==> config.mk <==
export PLATFORM = sky130hd
export DESIGN_NAME = ocd_front
export DESIGN_NICKNAME = d
export VERILOG_FILES = /design/src/rtl/core/ocd_pkg.sv /design/src/rtl/core/ocd_front.sv
export SDC_FILE = /design/constraint.sdc
export NUM_CORES = 1
export LEC_CHECK = 0
export BUFFER_PORTS_ARGS = -buffer_cell sky130_fd_sc_hd__buf_4
export CORE_MARGIN = 4
export CORE_UTILIZATION = 58
export CTS_CLUSTER_DIAMETER = 50
export DETAILED_ROUTE_END_ITERATION = 6
export GPL_TIMING_DRIVEN = 1
export PLACE_DENSITY = 0.86
export SLEW_MARGIN = 10
export SYNTH_ARGS = -nofsm -noshare
export SYNTH_HDL_FRONTEND = slang
export SYNTH_SLANG_ARGS = --single-unit
==> constraint.sdc <==
create_clock -name i_clk -period 2.6 [get_ports i_clk]
set_input_delay 0 -clock i_clk [delete_from_list [all_inputs] [get_ports i_clk]]
set_output_delay 0 -clock i_clk [all_outputs]
set_load 0.01 [all_outputs]
==> src/rtl/core/ocd_pkg.sv <==
`timescale 1ns / 1ps

package ocd_pkg;

    localparam int ADDR_BITS_DEF = 16;
    localparam int QUEUE_DEPTH_DEF = 2;
    localparam int INSTR_ADDR_W = 16;

    localparam logic [1:0] LEN_1 = 2'd1;
    localparam logic [1:0] LEN_2 = 2'd2;
    localparam logic [1:0] LEN_3 = 2'd3;

    typedef enum logic [5:0] {
        MN_UNK, MN_ADC, MN_AND, MN_ASL, MN_BCC, MN_BCS, MN_BEQ, MN_BIT, MN_BMI,
        MN_BNE, MN_BPL, MN_BRK, MN_BVC, MN_BVS, MN_CLC, MN_CLD, MN_CLI, MN_CLV,
        MN_CMP, MN_CPX, MN_CPY, MN_DEC, MN_DEX, MN_DEY, MN_EOR, MN_INC, MN_INX,
        MN_INY, MN_JMP, MN_JSR, MN_LDA, MN_LDX, MN_LDY, MN_LSR, MN_NOP, MN_ORA,
        MN_PHA, MN_PHP, MN_PLA, MN_PLP, MN_ROL, MN_ROR, MN_RTI, MN_RTS, MN_SBC,
        MN_SEC, MN_SED, MN_SEI, MN_STA, MN_STX, MN_STY, MN_TAX, MN_TAY, MN_TSX,
        MN_TXA, MN_TXS, MN_TYA
    } t_mnem;

    typedef enum logic [3:0] {
        MD_UNK, MD_IMP, MD_ACC, MD_IMM, MD_ZP, MD_ZPX, MD_ZPY, MD_INX,
        MD_INY, MD_REL, MD_ABS, MD_ABX, MD_ABY, MD_IND
    } t_mode;

    typedef struct packed {
        t_mnem mn;
        t_mode md;
    } t_op_info;

    typedef struct packed {
        logic [INSTR_ADDR_W-1:0] addr;
        logic [7:0]              opcode;
        logic [7:0]              op_lo;
        logic [7:0]              op_hi;
        logic                    trunc;
        logic                    fin;
    } t_instr_rec;

    typedef struct packed {
        logic       push;
        t_instr_rec rec;
    } t_q_wr;

    function automatic t_op_info op_info(input logic [7:0] op);
        t_op_info r;
        r = '{MN_UNK, MD_UNK};
        case (op)
            8'h69: r = '{MN_ADC, MD_IMM};  8'h65: r = '{MN_ADC, MD_ZP};
            8'h75: r = '{MN_ADC, MD_ZPX};  8'h6D: r = '{MN_ADC, MD_ABS};
            8'h7D: r = '{MN_ADC, MD_ABX};  8'h79: r = '{MN_ADC, MD_ABY};
            8'h61: r = '{MN_ADC, MD_INX};  8'h71: r = '{MN_ADC, MD_INY};
            8'h29: r = '{MN_AND, MD_IMM};  8'h25: r = '{MN_AND, MD_ZP};
            8'h35: r = '{MN_AND, MD_ZPX};  8'h2D: r = '{MN_AND, MD_ABS};
            8'h3D: r = '{MN_AND, MD_ABX};  8'h39: r = '{MN_AND, MD_ABY};
            8'h21: r = '{MN_AND, MD_INX};  8'h31: r = '{MN_AND, MD_INY};
            8'hC9: r = '{MN_CMP, MD_IMM};  8'hC5: r = '{MN_CMP, MD_ZP};
            8'hD5: r = '{MN_CMP, MD_ZPX};  8'hCD: r = '{MN_CMP, MD_ABS};
            8'hDD: r = '{MN_CMP, MD_ABX};  8'hD9: r = '{MN_CMP, MD_ABY};
            8'hC1: r = '{MN_CMP, MD_INX};  8'hD1: r = '{MN_CMP, MD_INY};
            8'h49: r = '{MN_EOR, MD_IMM};  8'h45: r = '{MN_EOR, MD_ZP};
            8'h55: r = '{MN_EOR, MD_ZPX};  8'h4D: r = '{MN_EOR, MD_ABS};
            8'h5D: r = '{MN_EOR, MD_ABX};  8'h59: r = '{MN_EOR, MD_ABY};
            8'h41: r = '{MN_EOR, MD_INX};  8'h51: r = '{MN_EOR, MD_INY};
            8'hA9: r = '{MN_LDA, MD_IMM};  8'hA5: r = '{MN_LDA, MD_ZP};
            8'hB5: r = '{MN_LDA, MD_ZPX};  8'hAD: r = '{MN_LDA, MD_ABS};
            8'hBD: r = '{MN_LDA, MD_ABX};  8'hB9: r = '{MN_LDA, MD_ABY};
            8'hA1: r = '{MN_LDA, MD_INX};  8'hB1: r = '{MN_LDA, MD_INY};
            8'h09: r = '{MN_ORA, MD_IMM};  8'h05: r = '{MN_ORA, MD_ZP};
            8'h15: r = '{MN_ORA, MD_ZPX};  8'h0D: r = '{MN_ORA, MD_ABS};
            8'h1D: r = '{MN_ORA, MD_ABX};  8'h19: r = '{MN_ORA, MD_ABY};
            8'h01: r = '{MN_ORA, MD_INX};  8'h11: r = '{MN_ORA, MD_INY};
            8'hE9: r = '{MN_SBC, MD_IMM};  8'hE5: r = '{MN_SBC, MD_ZP};
            8'hF5: r = '{MN_SBC, MD_ZPX};  8'hED: r = '{MN_SBC, MD_ABS};
            8'hFD: r = '{MN_SBC, MD_ABX};  8'hF9: r = '{MN_SBC, MD_ABY};
            8'hE1: r = '{MN_SBC, MD_INX};  8'hF1: r = '{MN_SBC, MD_INY};
            8'h85: r = '{MN_STA, MD_ZP};   8'h95: r = '{MN_STA, MD_ZPX};
            8'h8D: r = '{MN_STA, MD_ABS};  8'h9D: r = '{MN_STA, MD_ABX};
            8'h99: r = '{MN_STA, MD_ABY};  8'h81: r = '{MN_STA, MD_INX};
            8'h91: r = '{MN_STA, MD_INY};
            8'h0A: r = '{MN_ASL, MD_ACC};  8'h06: r = '{MN_ASL, MD_ZP};
            8'h16: r = '{MN_ASL, MD_ZPX};  8'h0E: r = '{MN_ASL, MD_ABS};
            8'h1E: r = '{MN_ASL, MD_ABX};
            8'h4A: r = '{MN_LSR, MD_ACC};  8'h46: r = '{MN_LSR, MD_ZP};
            8'h56: r = '{MN_LSR, MD_ZPX};  8'h4E: r = '{MN_LSR, MD_ABS};
            8'h5E: r = '{MN_LSR, MD_ABX};
            8'h2A: r = '{MN_ROL, MD_ACC};  8'h26: r = '{MN_ROL, MD_ZP};
            8'h36: r = '{MN_ROL, MD_ZPX};  8'h2E: r = '{MN_ROL, MD_ABS};
            8'h3E: r = '{MN_ROL, MD_ABX};
            8'h6A: r = '{MN_ROR, MD_ACC};  8'h66: r = '{MN_ROR, MD_ZP};
            8'h76: r = '{MN_ROR, MD_ZPX};  8'h6E: r = '{MN_ROR, MD_ABS};
            8'h7E: r = '{MN_ROR, MD_ABX};
            8'h24: r = '{MN_BIT, MD_ZP};   8'h2C: r = '{MN_BIT, MD_ABS};
            8'h10: r = '{MN_BPL, MD_REL};  8'h30: r = '{MN_BMI, MD_REL};
            8'h50: r = '{MN_BVC, MD_REL};  8'h70: r = '{MN_BVS, MD_REL};
            8'h90: r = '{MN_BCC, MD_REL};  8'hB0: r = '{MN_BCS, MD_REL};
            8'hD0: r = '{MN_BNE, MD_REL};  8'hF0: r = '{MN_BEQ, MD_REL};
            8'hE0: r = '{MN_CPX, MD_IMM};  8'hE4: r = '{MN_CPX, MD_ZP};
            8'hEC: r = '{MN_CPX, MD_ABS};
            8'hC0: r = '{MN_CPY, MD_IMM};  8'hC4: r = '{MN_CPY, MD_ZP};
            8'hCC: r = '{MN_CPY, MD_ABS};
            8'hC6: r = '{MN_DEC, MD_ZP};   8'hD6: r = '{MN_DEC, MD_ZPX};
            8'hCE: r = '{MN_DEC, MD_ABS};  8'hDE: r = '{MN_DEC, MD_ABX};
            8'hE6: r = '{MN_INC, MD_ZP};   8'hF6: r = '{MN_INC, MD_ZPX};
            8'hEE: r = '{MN_INC, MD_ABS};  8'hFE: r = '{MN_INC, MD_ABX};
            8'h4C: r = '{MN_JMP, MD_ABS};  8'h6C: r = '{MN_JMP, MD_IND};
            8'h20: r = '{MN_JSR, MD_ABS};
            8'hA2: r = '{MN_LDX, MD_IMM};  8'hA6: r = '{MN_LDX, MD_ZP};
            8'hB6: r = '{MN_LDX, MD_ZPY};  8'hAE: r = '{MN_LDX, MD_ABS};
            8'hBE: r = '{MN_LDX, MD_ABY};
            8'hA0: r = '{MN_LDY, MD_IMM};  8'hA4: r = '{MN_LDY, MD_ZP};
            8'hB4: r = '{MN_LDY, MD_ZPX};  8'hAC: r = '{MN_LDY, MD_ABS};
            8'hBC: r = '{MN_LDY, MD_ABX};
            8'h86: r = '{MN_STX, MD_ZP};   8'h96: r = '{MN_STX, MD_ZPY};
            8'h8E: r = '{MN_STX, MD_ABS};
            8'h84: r = '{MN_STY, MD_ZP};   8'h94: r = '{MN_STY, MD_ZPX};
            8'h8C: r = '{MN_STY, MD_ABS};
            8'h00: r = '{MN_BRK, MD_IMP};  8'h18: r = '{MN_CLC, MD_IMP};
            8'hD8: r = '{MN_CLD, MD_IMP};  8'h58: r = '{MN_CLI, MD_IMP};
            8'hB8: r = '{MN_CLV, MD_IMP};  8'hCA: r = '{MN_DEX, MD_IMP};
            8'h88: r = '{MN_DEY, MD_IMP};  8'hE8: r = '{MN_INX, MD_IMP};
            8'hC8: r = '{MN_INY, MD_IMP};  8'hEA: r = '{MN_NOP, MD_IMP};
            8'h48: r = '{MN_PHA, MD_IMP};  8'h08: r = '{MN_PHP, MD_IMP};
            8'h68: r = '{MN_PLA, MD_IMP};  8'h28: r = '{MN_PLP, MD_IMP};
            8'h40: r = '{MN_RTI, MD_IMP};  8'h60: r = '{MN_RTS, MD_IMP};
            8'h38: r = '{MN_SEC, MD_IMP};  8'hF8: r = '{MN_SED, MD_IMP};
            8'h78: r = '{MN_SEI, MD_IMP};  8'hAA: r = '{MN_TAX, MD_IMP};
            8'hA8: r = '{MN_TAY, MD_IMP};  8'hBA: r = '{MN_TSX, MD_IMP};
            8'h8A: r = '{MN_TXA, MD_IMP};  8'h9A: r = '{MN_TXS, MD_IMP};
            8'h98: r = '{MN_TYA, MD_IMP};
            default: r = '{MN_UNK, MD_UNK};
        endcase
        return r;
    endfunction

    function automatic logic [1:0] mode_len(input t_mode md);
        logic [1:0] len;
        if (md inside {MD_UNK, MD_IMP, MD_ACC}) begin
            len = LEN_1;
        end else if (md inside {[MD_IMM:MD_REL]}) begin
            len = LEN_2;
        end else begin
            len = LEN_3;
        end
        return len;
    endfunction

endpackage

==> src/rtl/core/ocd_front.sv <==
`timescale 1ns / 1ps

module ocd_front
    import ocd_pkg::*;
#(
    parameter int ADDR_BITS = ADDR_BITS_DEF
) (
    input  logic        i_clk,
    input  logic        i_rst_n,
    input  logic        i_cfg_we,
    input  logic [15:0] i_cfg_wdata,
    input  logic        i_in_valid,
    output logic        o_in_stall,
    input  logic [7:0]  i_code_byte,
    input  logic        i_end_of_stream,
    input  logic        i_q_full,
    output t_q_wr       o_q_wr
);

    typedef enum logic [1:0] {
        POS_OPCODE,
        POS_OP1,
        POS_OP2
    } t_pos;

    t_pos                  r_pos, n_pos;
    logic                  r_at_start, n_at_start;
    logic [15:0]           r_base;
    logic [ADDR_BITS-1:0]  r_next_addr, n_next_addr;
    logic [15:0]           r_start, n_start;
    logic [7:0]            r_opcode, n_opcode;
    logic [7:0]            r_operand, n_operand;
    logic [1:0]            r_len, n_len;

    logic                  accept;
    logic [ADDR_BITS-1:0]  cur_addr;
    logic [1:0]            byte_len;
    t_q_wr                 q_wr;

    assign o_in_stall = i_q_full;
    assign accept     = i_in_valid && !i_q_full;
    assign cur_addr   = r_at_start ? ADDR_BITS'(r_base) : r_next_addr;
    assign byte_len   = mode_len(op_info(i_code_byte).md);
    assign o_q_wr     = q_wr;

    always_comb begin
        n_pos       = r_pos;
        n_at_start  = r_at_start;
        n_next_addr = r_next_addr;
        n_start     = r_start;
        n_opcode    = r_opcode;
        n_operand   = r_operand;
        n_len       = r_len;
        q_wr        = '0;
        q_wr.rec.fin = i_end_of_stream;
        if (accept) begin
            case (r_pos)
                POS_OPCODE: begin
                    n_start          = cur_addr[15:0];
                    n_opcode         = i_code_byte;
                    n_operand        = '0;
                    n_len            = byte_len;
                    q_wr.rec.addr    = cur_addr[15:0];
                    q_wr.rec.opcode  = i_code_byte;
                    if (byte_len == LEN_1) begin
                        q_wr.push = 1'b1;
                    end else if (i_end_of_stream) begin
                        q_wr.push       = 1'b1;
                        q_wr.rec.trunc  = 1'b1;
                    end else begin
                        n_pos = POS_OP1;
                    end
                end
                POS_OP1: begin
                    q_wr.rec.addr   = r_start;
                    q_wr.rec.opcode = r_opcode;
                    q_wr.rec.op_lo  = i_code_byte;
                    if (r_len == LEN_2) begin
                        q_wr.push = 1'b1;
                        n_pos     = POS_OPCODE;
                    end else if (i_end_of_stream) begin
                        q_wr.push      = 1'b1;
                        q_wr.rec.trunc = 1'b1;
                        n_pos          = POS_OPCODE;
                    end else begin
                        n_operand = i_code_byte;
                        n_pos     = POS_OP2;
                    end
                end
                POS_OP2: begin
                    q_wr.push       = 1'b1;
                    q_wr.rec.addr   = r_start;
                    q_wr.rec.opcode = r_opcode;
                    q_wr.rec.op_lo  = r_operand;
                    q_wr.rec.op_hi  = i_code_byte;
                    n_pos           = POS_OPCODE;
                end
                default: begin
                    n_pos = POS_OPCODE;
                end
            endcase
            if (i_end_of_stream) begin
                n_pos       = POS_OPCODE;
                n_at_start  = 1'b1;
                n_next_addr = ADDR_BITS'(r_base);
            end else begin
                n_at_start  = 1'b0;
                n_next_addr = cur_addr + ADDR_BITS'(1);
            end
        end
    end

    always_ff @(posedge i_clk) begin
        if (!i_rst_n) begin
            r_pos       <= POS_OPCODE;
            r_at_start  <= 1'b1;
            r_base      <= '0;
            r_next_addr <= '0;
            r_start     <= '0;
            r_opcode    <= '0;
            r_operand   <= '0;
            r_len       <= LEN_1;
        end else begin
            r_pos       <= n_pos;
            r_at_start  <= n_at_start;
            r_next_addr <= n_next_addr;
            r_start     <= n_start;
            r_opcode    <= n_opcode;
            r_operand   <= n_operand;
            r_len       <= n_len;
            if (i_cfg_we) begin
                r_base <= i_cfg_wdata;
            end
        end
    end

endmodule

=== Word-level counts from Yosys, hierarchy flattened ===
Memory sizes are Yosys's and may differ from the RTL's.
Index checks and enable logic that the tools add are counted.

* Bits in read-only memories: 2560
* Flip-flop bits (word level): 69
* Memories kept: 1
* Input bits: 30

* Equality and inequality tests: 9
* $lt $le $gt $ge: 2
* $add $sub $neg: 1
* Reduce and logical (&&, ||, !) cells: 10
* Muxes and demuxes: 21

{| class="wikitable"
|+ Memory list
! memory !! depth !! width !! read ports !! clocked after memory_dff !! write ports !! RTL line !! RTL
|-
| (no name shown) || 256 || 10 || 1 || 0 || 0 || ocd_pkg.sv:50 || <nowiki>case (op)</nowiki>
|}

{| class="wikitable"
|+ Operators with widths
! operator !! number
|-
| 25-bit case mux with 3 select lines || 1
|-
| 42-bit two-way mux || 1
|-
| 16-bit two-way mux || 2
|-
| 8-bit case mux with 2 select lines || 2
|-
| 8-bit two-way mux || 3
|-
| 16-bit by 1-bit adder with 16-bit output, second input constant || 1
|-
| 2-bit two-way mux || 4
|-
| 1-bit two-way mux || 6
|-
| 2-bit by 1-bit equality test with 1-bit output, second input constant || 2
|-
| 2-bit equality test, second input constant || 2
|-
| 4-bit by 1-bit equality test with 1-bit output, second input constant || 1
|-
| 4-bit by 2-bit equality test with 1-bit output, second input constant || 1
|-
| 4-bit by 2-bit >= comparator with 1-bit output, second input constant || 1
|-
| 4-bit less-or-equal comparator, second input constant || 1
|-
| 4-bit logical NOT || 1
|-
| 2-bit inequality test, second input constant || 2
|-
| 2-bit case mux with 2 select lines || 1
|-
| 2-bit AND reduction || 2
|-
| 4-bit AND reduction || 1
|-
| 3-bit inequality test, second input constant || 1
|-
| 3-bit nonzero test || 1
|-
| 1-bit logical AND || 2
|-
| 2-bit logical NOT || 1
|-
| 1-bit case mux with 2 select lines || 1
|-
| other kinds (2) || 2
|}

=== Logic depth before layout (Yosys ltp) ===
Gate-level depths: netlist of run 1.
An unclocked memory read counts as a cell.

* Word-level depth: 9
* Gate-level depth with buffers: 11
* Depth with buffers taken out: 9

=== Least setup slack after synthesis of run 1 ===
Ideal clock, no wire load.

* Kind: reg2reg
* Start point: reg r_at_start
* End point: reg r_next_addr[6]
* Data required time: 2.535 ns
* Buffers on the path: 3
* Setup time: 0.065 ns
* Stages on the path, launching flop included: 11
* Slack: 0.244 ns
* Data arrival time: 2.291 ns
* Cell sequence: dfxtp_1 > buf_2 > buf_2 > buf_2 > mux2_2 > ha_1 > inv_1 > nor2_1 > o311ai_0 > o21ai_0 > nor2_1

* Longest elaborated chain between the ends: 3

{| class="wikitable"
|+ RTL lines
! what !! RTL line !! RTL
|-
| start: declaration || ocd_front.sv:27 || <nowiki>logic r_at_start, n_at_start;</nowiki>
|-
| start signal: assignment || ocd_front.sv:125 || <nowiki>r_at_start <= n_at_start;</nowiki>
|-
| 16-bit two-way mux || ocd_front.sv:42 || <nowiki>assign cur_addr = r_at_start ? ADDR_BITS'(r_base) : r_next_addr;</nowiki>
|-
| net cur_addr[0] || ocd_front.sv:36 || <nowiki>logic [ADDR_BITS-1:0] cur_addr;</nowiki>
|-
| 16-bit by 1-bit adder with 16-bit output || ocd_front.sv:108 || <nowiki>n_next_addr = cur_addr + ADDR_BITS'(1);</nowiki>
|-
| 16-bit two-way mux || ocd_front.sv:102 || <nowiki>if (i_end_of_stream) begin</nowiki>
|-
| end signal: assignment || ocd_front.sv:126 || <nowiki>r_next_addr <= n_next_addr;</nowiki>
|-
| end: declaration || ocd_front.sv:29 || <nowiki>logic [ADDR_BITS-1:0] r_next_addr, n_next_addr;</nowiki>
|}

The timed path passes the listed nets, and every way through them passes these cells.
A chain may end at the register's enable or synchronous reset.

==> summary.md, run 1 <==
| Metric | Value |
|---|---|
| Outcome | `complete, but fails checks` |
| Failing checks | `hold timing` |
| Routability cong. | `0.943` |
| Peak supply drop | `0.000351 V` |
| DRC | `0` |
| Initial antenna violation count | `0` |
| Non-filler instance count after layout | `782` |
| EDFF count, synth | `0` |
| Skew-Pair Late Insertion Delay | `360 ps` |
| Worst slew pin tran | `555 ps` |
| Leak Pwr | `2.35 nW` |
| Final Skew | `10.4 ps` |
| Post-synth ARST share | `0%` |
| Share of post-route cells with drive strength above 1 | `19.6%` |
| Mapped Avg Cell Area | `7.57 sq um` |
| Critical Path RT | `2600 ps` |
| Critical Path End Type | `output port` |
| Cells on Worst Hold Path | `3` |
| Power per cell area | `516 mW/mm^2` |
| Share of Yosys cell area claimed by the top area cell type | `29.5%` |
| RSZ-0062 raised after global routing | `false` |
| Number of synthesized register bits | `69` |
| Clk sink count | `69` |
| Maximum clock insertion buffer count | `2` |
| Vias | `5,069` |
| Die height | `97.8 microns` |
| Mapped Area | `0.00468 sq mm` |
| CP arrival | `2410 ps` |
| Post-synth top area cell | `dfxtp_1` |
| Reg2reg path depth | `8` |
| Syn nets | `658` |
| Number of max-cap violations | `0` |
| WL/cell | `17.8 microns` |
| Hpwl dp | `8840 microns` |
| Minimum clock period after layout | `2410 ps` |
| Vias per inst | `6.48` |
| Final cycle utilization of the critical path | `92.5%` |
| Worst-path clk slew | `80 ps` |
| CTS root buf | `clkbuf_8` |
| Pwr Total | `0.00291 W` |
| Initial Utilization | `60.2%` |
| Synth Flop Type | `dfxtp_1` |
| Vias in the first global route | `4,723` |
| Iteration-0 DRC Markers | `401` |
| Minimum hold slack | `-2.32 ps` |
| P&R area growth vs syn | `20.6%` |
| Commonest non-fill, non-tap cell in the layout | `nor2_1` |
| Yosys warns | `0` |
| Endpoints failing hold | `1` |
| WS Path Type | `in2out` |
| Count of different cell masters after synthesis | `72` |
| CP startpoint kind | `primary input` |
| Post-route ant nets | `0` |
| Die area | `0.00956 sq mm` |
| Max FO, Critical Path | `16` |
| Ant diodes | `0` |
| Std-Cell Rows | `32` |
| H-tree Lvls | `3` |
| CTS tree | `yes` |
| First-pass GRT wire length | `22,700 microns` |
| Most frequent cells in the layout | `nor2_1 (102), buf_4 (84), dfxtp_1 (69)` |
| Setup-failing EPs final | `0` |
| Hold Path Class | `in2reg` |
| Port bufs | `73` |
| Placed instance count | `746` |
| Top cells by area, synth | `dfxtp_1 (30%), nor2_1 (8.3%), mux2i_1 (6.2%), a21oi_1 (5.1%), a22oi_1 (4.0%)` |
| CTS buffer count | `9` |
| Ports | `74` |
| Grt ovf | `0` |
| Syn Inst Count | `618` |
| Slew HR | `62.6%` |
| Chip Width | `97.8 microns` |
| Max Slew Vio Count | `0` |
| Overall routing resource usage | `28.4%` |
| Sequential area share after synthesis | `29.5%` |
| DRT Pass-1 Iters | `5` |
| Core Region | `0.00777 sq mm` |
| Fmax | `0.416 GHz` |
| Final nets | `715` |
| Sum Neg Setup Slack | `0 ps` |
| Largest net degree at the start of global routing | `42` |
| Fin util | `72.6%` |
| Final wirelength | `13,900 microns` |
path summary, 6_finish.rpt:
kind	from	endpoint	slack, ps
setup / recovery	i_code_byte[1]	o_q_wr[42]	190
hold / removal	i_code_byte[5]	r_opcode[5]$_SDFFE_PN0P_	-2
setup reg to reg	r_at_start$_SDFFE_PN1P_	r_next_addr[7]$_SDFFE_PN0P_	280
hold reg to reg	r_opcode[2]$_SDFFE_PN0P_	r_opcode[2]$_SDFFE_PN0P_	460
critical path: stages:
cell	delay, ps
buf_4	180
inv_1	100
ha_1	450
nand3_1	190
o31ai_2	310
a211oi_2	150
nor4_4	320
or2_2	180
nor2_1	60
o41a_1	320
buf_4	150
metal layers:
metal  part of all wire [%]  routed length (microns)  global-route usage [%]
met3                    9.4                     1310                    6.07
met4                    3.8                      522                    12.9
met2                     47                     6530                    46.2
met5                      0                        0                       0
met1                     40                     5540                    36.1
registers in the layout, summed over array words and instances, names as in the netlist:
signal	count
r_base	16
r_next_addr	16
r_start	16
r_opcode	8
r_operand	8
r_len	2
r_pos	2
r_at_start	1
Yosys cell counts, types with 5 or more instances:
cell type and number:
a22oi_1 25, or2_2 6, nor4_1 6, nand3_1 19, mux2i_1 29, nand2_1 48
ha_1 10, a211oi_1 23, buf_2 11, buf_1 6, nor2b_1 7, a21oi_1 48
mux2_2 9, o211a_1 5, buf_4 5, dfxtp_1 69, nor3_1 16, o21ai_0 21
nand2b_1 6, inv_1 11, nor2_1 103, and3_1 11, clkbuf_1 35
area by class of cell:
cell class                      instances  area (sq um)
Fill cell                             600          2130
Timing Repair Buffer                  105           851
Clock inverter                          7           121
Tap cell                              102           128
Inverter                               13          48.8
Sequential cell                        69          1380
Multi-Input combinational cell        477          2990
Clock buffer                            9           124
where the power goes:
group          total, W  internal [W]  switching, W
clock           0.00110      0.000642      0.000463
sequential      0.00117       0.00112     0.0000491
combinational  0.000640      0.000263      0.000378
cell families (layout without fill, tap and decap cells):
logic type / after synthesis / count (layout) / synth area share [%]
flip-flops: 69 / 69 / 29.5
adder cells (fa/ha/maj): 10 / 10 / 2.68
AO/OA/AOI/OAI: 175 / 175 / 26.2
AND/OR/NAND/NOR: 248 / 248 / 25.3
multiplexers: 38 / 38 / 8.37
XOR/XNOR: 6 / 6 / 1.12
buffers and inverters: 72 / 134 / 6.88
per-stage QoR:
| step | setup WS (ps) | hold WS, ps | instance area, sq um |
|---|---|---|---|
| 2_1_floorplan | 244 | 91.8 | 4680 |
| 3_3_place_gp | 326 | 200 | 5190 |
| 3_5_place_dp | 209 | 210 | 5190 |
| 4_1_cts | 114 | 0.719 | 5630 |
| 5_1_grt | 80.2 | 31.7 | 5640 |
| 6_report | 195 | -2.32 | 5640 |
what timing repair did:
| item | in CTS | in global routing |
|---|---|---|
| hold endpoints to repair | 30 | 0 |
| buffers inserted | 0 | 0 |
| hold buffers | 20 | 0 |
| setup endpoints to repair | 0 | 3 |
| resized for setup | 0 | 2 |
Power figures use the tool's default switching activity.
==> run 2: changes to the inputs <==
--- a/config.mk
+++ b/config.mk
@@ -6,12 +6,13 @@
 export NUM_CORES = 1
 export LEC_CHECK = 0
 export BUFFER_PORTS_ARGS = -buffer_cell sky130_fd_sc_hd__buf_4
+export CORE_ASPECT_RATIO = 1.2
 export CORE_MARGIN = 4
-export CORE_UTILIZATION = 58
+export CORE_UTILIZATION = 52
 export CTS_CLUSTER_DIAMETER = 50
 export DETAILED_ROUTE_END_ITERATION = 6
 export GPL_TIMING_DRIVEN = 1
-export PLACE_DENSITY = 0.86
+export PLACE_DENSITY = 0.82
 export SLEW_MARGIN = 10
 export SYNTH_ARGS = -nofsm -noshare
 export SYNTH_HDL_FRONTEND = slang
==> constraint.sdc (replaced) <==
create_clock -name i_clk -period 1.98 [get_ports i_clk]
set_input_delay 0 -clock i_clk [delete_from_list [all_inputs] [get_ports i_clk]]
set_output_delay 0 -clock i_clk [all_outputs]
set_load 0.01 [all_outputs]
==> summary.md, run 2 (synthesis gave the netlist of run 1 again) <==
| Metric | Value |
|---|---|
| Leak Pwr | `2.69 nW (+15%)` |
| Largest net degree at the start of global routing | `40 (-4.8%)` |
| Commonest non-fill, non-tap cell in the layout | `buf_4` |
| Initial Utilization | `54.0% (-6.2 points)` |
| DRC | `0 (unchanged)` |
| Clk sink count | `69 (unchanged)` |
| Worst slew pin tran | `439 ps (-117 ps)` |
| Vias in the first global route | `5,042 (+6.8%)` |
| Pwr Total | `0.00364 W (+25%)` |
| Ports | `74 (unchanged)` |
| Slowest stage cell, crit path | `dfxtp_4` |
| WS Path Type | `reg2reg` |
| Setup-failing EPs final | `1 (+1)` |
| Worst-path clk slew | `70 ps (about the same)` |
| First-pass GRT wire length | `24,300 microns (+6.7%)` |
| Failing checks | `setup timing` |
| Outcome | `complete, but fails checks` |
| Initial antenna violation count | `0 (unchanged)` |
| Non-filler instance count after layout | `861 (+10%)` |
| Pre-CTS WS | `-161 ps (-370 ps)` |
| Fin worst setup slack | `-36.5 ps (-231 ps)` |
| Most frequent cells in the layout | `buf_4 (142), nor2_1 (99), dfxtp_1 (67)` |
| DRT Pass-1 Iters | `6 (+1)` |
| Number of max-cap violations | `0 (unchanged)` |
| Max Slew Vio Count | `0 (unchanged)` |
| CP startpoint kind | `flip-flop` |
| Final Skew | `10.9 ps (+0.531 ps)` |
| Maximum clock insertion buffer count | `2 (unchanged)` |
| Power per cell area | `570 mW/mm^2 (+10%)` |
| Hpwl dp | `10,200 microns (+15%)` |
| Crit path cell chain | `buf_8 > nand3b_1 > a211oi_2 > nand3_2 > buf_4 > nor4_4 > xnor2_1 > nand3_1 > nand3_1` |
| Slew HR | `70.7% (+8.2 points)` |
| Std-Cell Rows | `37 (+16%)` |
| Routability cong. | `0.954 (+1.2%)` |
| Sw Pwr | `0.00115 W (+29%)` |
| Chip Width | `94.6 microns (-3.3%)` |
| Vias per inst | `6.29 (-3.0%)` |
| Fmax | `0.496 GHz` |
| Max FO, Critical Path | `7 (-9)` |
| WL/cell | `18.4 microns (+3.3%)` |
| Hold Path Class | `in2reg` |
| Vias | `5,416 (+6.8%)` |
| Critical Path RT | `2280 ps (-320 ps)` |
| H-tree Lvls | `3 (unchanged)` |
| Peak supply drop | `0.000354 V (+0.75%)` |
| CTS buffer count | `9 (unchanged)` |
| CTS tree | `yes` |
| Core Region | `0.00866 sq mm (+11%)` |
| Final wirelength | `15,800 microns (+14%)` |
| Minimum hold slack | `22.7 ps (+25.1 ps)` |
| Final cycle utilization of the critical path | `102%` |
| Multi-input logic area | `0.00325 sq mm (+8.8%)` |
| Clock share of power | `29.5% (-8.4 points)` |
| Minimum clock period after layout | `2020 ps` |
| Die height | `112 microns (+14%)` |
| CTS root buf | `clkbuf_8` |
| Ant diodes | `0 (unchanged)` |
| Cell mode on critical path | `nand3_1` |
| Port bufs | `73 (unchanged)` |
| Logic pwr share | `28.3% (+6.3 points)` |
| Switching part of the total | `31.6% (+1.0 points)` |
| Share of post-route cells with drive strength above 1 | `31.9% (+12 points)` |
| Reg area | `0.00139 sq mm (+0.36%)` |
| Overall routing resource usage | `28.6% (+0.22 points)` |
| Skew-Pair Late Insertion Delay | `350 ps (about the same)` |
| Fillcell total | `628 (+4.7%)` |
| Critical Path End Type | `flip-flop` |
| P&R area growth vs syn | `36.3%` |
| Grt ovf | `0 (unchanged)` |
| CP peak stage delay | `370 ps (-80 ps)` |
| Post-route ant nets | `0 (unchanged)` |
| Sequential group share of total power | `42.2% (+2.1 points)` |
| Placed instance count | `817 (+9.5%)` |
| Iteration-0 DRC Markers | `552 (+38%)` |
| CP bufs+invs | `2 (-1)` |
| RSZ-0062 raised after global routing | `true` |
| Largest regs | `r_base x16, r_next_addr x16, r_start x16` |
| CP arrival | `2310 ps (-100 ps)` |
| Final nets | `780 (+9.1%)` |
| Die area | `0.0106 sq mm (+11%)` |
| Crit path max-delay family | `simple AND/OR/NAND/NOR gates` |
| Endpoints failing hold | `0 (-1)` |
| Internal Power | `0.00249 W (+23%)` |
==> run 2: changes by cell type in the layout (fill, tap and decap cells not counted), moves of 4 or more <==
cell,delta
buf_4,+58
buf_6,+4
ha_1,-5
o21ai_0,-4
==> run 2: power groups by stage <==
stage          clock (W)  combinational [W]  sequential, W
2_1_floorplan          0           0.000582        0.00154
3_3_place_gp           0           0.000850        0.00156
3_5_place_dp           0           0.000873        0.00156
4_1_cts          0.00108           0.000927        0.00153
5_1_grt          0.00114            0.00111        0.00154
6_report         0.00107            0.00103        0.00153
==> run 2: stage by stage <==
step	utilization (%)	TNS [ps]	instance area, sq um
global placement	65.3	-382	5650
floorplan	-	0	4730
global route	73.7	-602	6380
CTS	70.3	0	6090
detailed placement	65.3	-1460	5650
finish	73.7	-36.5	6380
==> run 2: repair_timing <==
action | in CTS | in global routing
buffers inserted | 3 | 6
setup endpoints to repair | 38 | 34
resized for setup | 14 | 52
pin swaps | 10 | 17
hold buffers | 18 | 0
hold endpoints to repair | 26 | 0
gates cloned | 0 | 2
==> run 2: final cells by class <==
cell class	instances	area share, %
clock buffers	14	2.71
repair buffers	168	21.4
clock inverters	1	0.0785
flip-flops and latches	69	21.7
multi-input cells	479	50.9
well taps	117	2.30
inverters	13	0.883
==> run 2: path summary, 6_finish.rpt <==
| path | startpoint | slack, ps | end | depth (start not counted) |
|---|---|---|---|---|
| max | r_at_start$_SDFFE_PN1P_ | -40 | r_next_addr[14]$_SDFFE_PN0P_ | 9 |
| max reg2reg | r_at_start$_SDFFE_PN1P_ | -40 | r_next_addr[14]$_SDFFE_PN0P_ | 9 |
| min | i_code_byte[3] | 20 | r_opcode[3]$_SDFFE_PN0P_ | 3 |
| min reg2reg | r_operand[3]$_SDFFE_PN0P_ | 470 | r_operand[3]$_SDFFE_PN0P_ | 2 |
==> run 2: tightest hold or removal path, delay by kind of cell <==
family | cells | cell delay [ps]
AO/OA/AOI/OAI | 1 | 50
buffers and inverters | 1 | 190
AND/OR/NAND/NOR | 1 | 80
==> run 2: per-layer routing <==
metal / vias up / global-route usage [%] / routed length [microns]
met3: 81 / 6.15 / 1200
met2: 325 / 48.1 / 7710
li1: 2465 / - / -
met4: 0 / 14.8 / 843
met1: 2545 / 33.7 / 6060
met5: - / 0 / 0
==> run 3: changes to the inputs <==
--- a/config.mk
+++ b/config.mk
@@ -5,14 +5,15 @@
 export SDC_FILE = /design/constraint.sdc
 export NUM_CORES = 1
 export LEC_CHECK = 0
+export ABC_AREA = 1
 export BUFFER_PORTS_ARGS = -buffer_cell sky130_fd_sc_hd__buf_4
 export CORE_ASPECT_RATIO = 1.2
 export CORE_MARGIN = 4
-export CORE_UTILIZATION = 52
+export CORE_UTILIZATION = 51
 export CTS_CLUSTER_DIAMETER = 50
 export DETAILED_ROUTE_END_ITERATION = 6
 export GPL_TIMING_DRIVEN = 1
-export PLACE_DENSITY = 0.82
+export PLACE_DENSITY = 0.81
 export SLEW_MARGIN = 10
 export SYNTH_ARGS = -nofsm -noshare
 export SYNTH_HDL_FRONTEND = slang
==> summary.md, run 3 <==
| Metric | Value |
|---|---|
| Outcome | `finished, final reports clean` |
| Std-Cell Rows | `36 (-2.7%)` |
| Worst-path clk slew | `80 ps (about the same)` |
| Critical Path RT | `2200 ps (-80 ps)` |
| Simple-gate share of the synthesized area | `28.8% (+3.5 points)` |
| Mapped Avg Cell Area | `6.30 sq um (-17%)` |
| Reg-to-Reg Start | `r_at_start$_SDFFE_PN1P_` |
| Placed instance count | `853 (+4.4%)` |
| Final nets | `816 (+4.6%)` |
| Share of post-route cells with drive strength above 1 | `20.9% (-11 points)` |
| Final cycle utilization of the critical path | `94.9% (-6.9 points)` |
| First-pass GRT wire length | `22,700 microns (-6.4%)` |
| Mapped Area | `0.00430 sq mm (-8.0%)` |
| R2r setup slk | `100 ps (+140 ps)` |
| Post-synth top area cell | `dfxtp_1` |
| Core Region | `0.00815 sq mm (-5.8%)` |
| Number of synthesized register bits | `69 (unchanged)` |
| Vias in the first global route | `4,860 (-3.6%)` |
| Final Skew | `13.9 ps (+2.99 ps)` |
| Clk sink count | `69 (unchanged)` |
| Fillcell total | `749 (+19%)` |
| Initial Utilization | `52.8% (-1.2 points)` |
| R2r endpoint | `r_next_addr[15]$_SDFFE_PN0P_` |
| Endpoints failing hold | `0 (unchanged)` |
| CP arrival | `2100 ps (-210 ps)` |
| Worst min-delay path startpoint | `i_code_byte[6]` |
| Skew-Pair Late Insertion Delay | `360 ps (about the same)` |
| Vias per inst | `5.58 (-11%)` |
| Non-filler instance count after layout | `895 (+3.9%)` |
| Pre-CTS WS | `-1.60 ps (+160 ps)` |
| Maximum clock insertion buffer count | `2 (unchanged)` |
| Main combinational cell family by area after synthesis | `simple AND/OR/NAND/NOR gates` |
| Setup-failing EPs final | `0 (-1)` |
| CTS buffer count | `9 (unchanged)` |
| Vias | `4,998 (-7.7%)` |
| Total placed instance area | `0.00498 sq mm (-12%)` |
| WS Path Type | `reg2reg` |
| CTS tree | `yes` |
| CTS root buf | `clkbuf_8` |
| Sequential area share after synthesis | `32.1% (+2.6 points)` |
| Syn nets | `723 (+9.9%)` |
| Most frequent cells in the layout | `nand2_1 (174), buf_4 (98), a21oi_1 (71)` |
| Slew HR | `51.5% (-19 points)` |
| Overall routing resource usage | `28.4% (-0.22 points)` |
| Hpwl dp | `9930 microns (-2.3%)` |
| Leak Pwr | `2.46 nW (-8.8%)` |
| Final wirelength | `14,100 microns (-11%)` |
| Ant diodes | `0 (unchanged)` |
| Die height | `109 microns (-2.9%)` |
| Grt ovf | `0 (unchanged)` |
| Count of different cell masters after synthesis | `36 (-50%)` |
| Ports | `74 (unchanged)` |
| Number of max-cap violations | `0 (unchanged)` |
| Cells on Worst Hold Path | `3 (unchanged)` |
| Worst slew pin tran | `727 ps (+288 ps)` |
| Post-synth ARST share | `0% (unchanged)` |
| Most common cell in the netlist | `nand2_1` |
| CP startpoint kind | `flip-flop` |
| Max FO, Critical Path | `9 (+2)` |
| Most frequent cells after synthesis | `nand2_1 (175), a21oi_1 (73), dfxtp_1 (69)` |
| Yosys warns | `0 (unchanged)` |
| Fin worst setup slack | `100 ps (+137 ps)` |
| Fmax | `0.532 GHz (+7.3%)` |
| Share of Yosys cell area claimed by the top area cell type | `32.1% (+2.6 points)` |
| Reg2reg path depth | `13 (+4)` |
| Commonest non-fill, non-tap cell in the layout | `nand2_1` |
| Post-route cell area | `0.00554 sq mm (-13%)` |
| H-tree Lvls | `3 (unchanged)` |
| Worst Hold Path EP | `r_operand[6]$_SDFFE_PN0P_` |
| Power per cell area | `686 mW/mm^2 (+20%)` |
| Initial antenna violation count | `0 (unchanged)` |
| Synth Area in Adders | `2.91% (+0.23 points)` |
| Largest net degree at the start of global routing | `38 (-5.0%)` |
| Port bufs | `73 (unchanged)` |
| Syn Inst Count | `683 (+11%)` |
| DRT Pass-1 Iters | `5 (-1)` |
| Post-route ant nets | `0 (unchanged)` |
| Minimum clock period after layout | `1880 ps (-137 ps)` |
| Iteration-0 DRC Markers | `217 (-61%)` |
| Fin util | `68.0% (-5.7 points)` |
| Synth Flop Type | `dfxtp_1` |
| Peak supply drop | `0.000485 V (+37%)` |
| Top cells by area, synth | `dfxtp_1 (32%), nand2_1 (15%), a21oi_1 (8.5%), inv_1 (5.1%), o21ai_0 (5.1%)` |
| XOR/XNOR share of the synthesized area | `0.407% (-0.72 points)` |
| Routability cong. | `1.00 (+4.9%)` |
| Mux contribution to synthesized area | `0% (-8.4 points)` |
| Chip Width | `91.9 microns (-2.9%)` |
| WL/cell | `15.8 microns (-14%)` |
| Largest regs | `r_base x16, r_next_addr x16, r_start x16` |
| Compound-Gate Fraction of Synth Area | `24.6% (-1.5 points)` |
| Hold Path Class | `in2reg` |
| Die area | `0.00998 sq mm (-5.7%)` |
| EDFF count, synth | `0 (unchanged)` |
| Critical Path End Type | `flip-flop` |
| DRC | `0 (unchanged)` |
| Sum Neg Setup Slack | `0 ps (+36.5 ps)` |
| Max Slew Vio Count | `0 (unchanged)` |
| P&R area growth vs syn | `28.8%` |
## run 3: cell types whose count changed in the layout (fill, tap and decap cells not counted), sizes merged, moves of 9 or more
cell / before / now
and3: 11 / 0
nand2: 49 / 176
mux2i: 29 / 0
a22oi: 25 / 16
nand3: 19 / 41
a211oi: 25 / 2
mux2: 9 / 0
o21ai: 24 / 68
inv: 11 / 78
buf: 150 / 99
a21oi: 49 / 75
nor2: 103 / 57
## run 3: power breakdown
part	internal [W]	total, W	switching [W]
Combinational	0.000335	0.000886	0.000551
Clock	0.000837	0.00140	0.000565
Sequential	0.00147	0.00151	0.0000427
## run 3: kinds of logic (layout without fill, tap and decap cells)
logic type      count (synthesis)  after routing
xor+xnor                        2              2
buf+inv                       119            217
fa+ha+maj                      10             10
flops                          69             69
simple gates                  294            294
compound gates                189            189
## run 3: per-layer routing
metal,GRT usage [%],up-vias,routed length [microns]
li1,-,2447,-
met1,29.9,2318,5350
met2,54.0,189,7470
met3,5.04,44,739
met4,14.1,0,580
met5,0,-,0
## run 3: worst max path at each step
| stage | startpoint | endpoint | slack [ps] | cells past startpoint |
|---|---|---|---|---|
| after floorplan | r_pos[0]$_SDFFE_PN0P_ | o_q_wr[26] | 150 | 8 |
| after global placement | r_at_start$_SDFFE_PN1P_ | r_next_addr[15]$_SDFFE_PN0P_ | 20 | 12 |
| after detailed placement | r_at_start$_SDFFE_PN1P_ | r_next_addr[15]$_SDFFE_PN0P_ | -2 | 12 |
| after CTS | r_pos[1]$_SDFFE_PN0P_ | o_q_wr[33] | 10 | 7 |
| after global routing | r_at_start$_SDFFE_PN1P_ | r_next_addr[12]$_SDFFE_PN0P_ | -60 | 12 |
| final | r_at_start$_SDFFE_PN1P_ | r_next_addr[15]$_SDFFE_PN0P_ | 100 | 13 |
## run 3: critical path, stage by stage, from the launching register on
cell and delay, ps:
dfxtp_4 380, buf_4 170, nand2_1 60, o21ai_1 110, inv_2 100, nand2_1 100, inv_1 90, nand3_1 60
nor2_1 150, nand2_1 80, nand2_1 60, nand3_1 90, o211ai_1 170, a21oi_1 100
## run 3: layout make-up
type	instances	area, sq um	area share [%]
Clock buffer	10	128	2.30
Clock inverter	6	111	2.01
Timing Repair Buffer	121	967	17.5
Multi-Input combinational cell	495	2500	45.2
Tap cell	114	143	2.57
Sequential cell	69	1390	25.0
Inverter	80	303	5.47
## run 3: what timing repair did
action                                  4_1_cts  5_1_grt
endpoints found under the hold margin        24        0
pin swaps                                     0        6
setup buffers                                 0        4
hold buffers                                 22        0
gates cloned                                  0        0
endpoints found under the setup margin       17       31
gates resized for setup                       6       15
## run 3: through the flow
step                      total power [W]  hold WS [ps]
after CTS                         0.00378          5.11
after global routing              0.00398          19.2
after global placement            0.00234           195
after floorplan                   0.00207          91.8
final                             0.00380          21.6
after detailed placement          0.00235           196
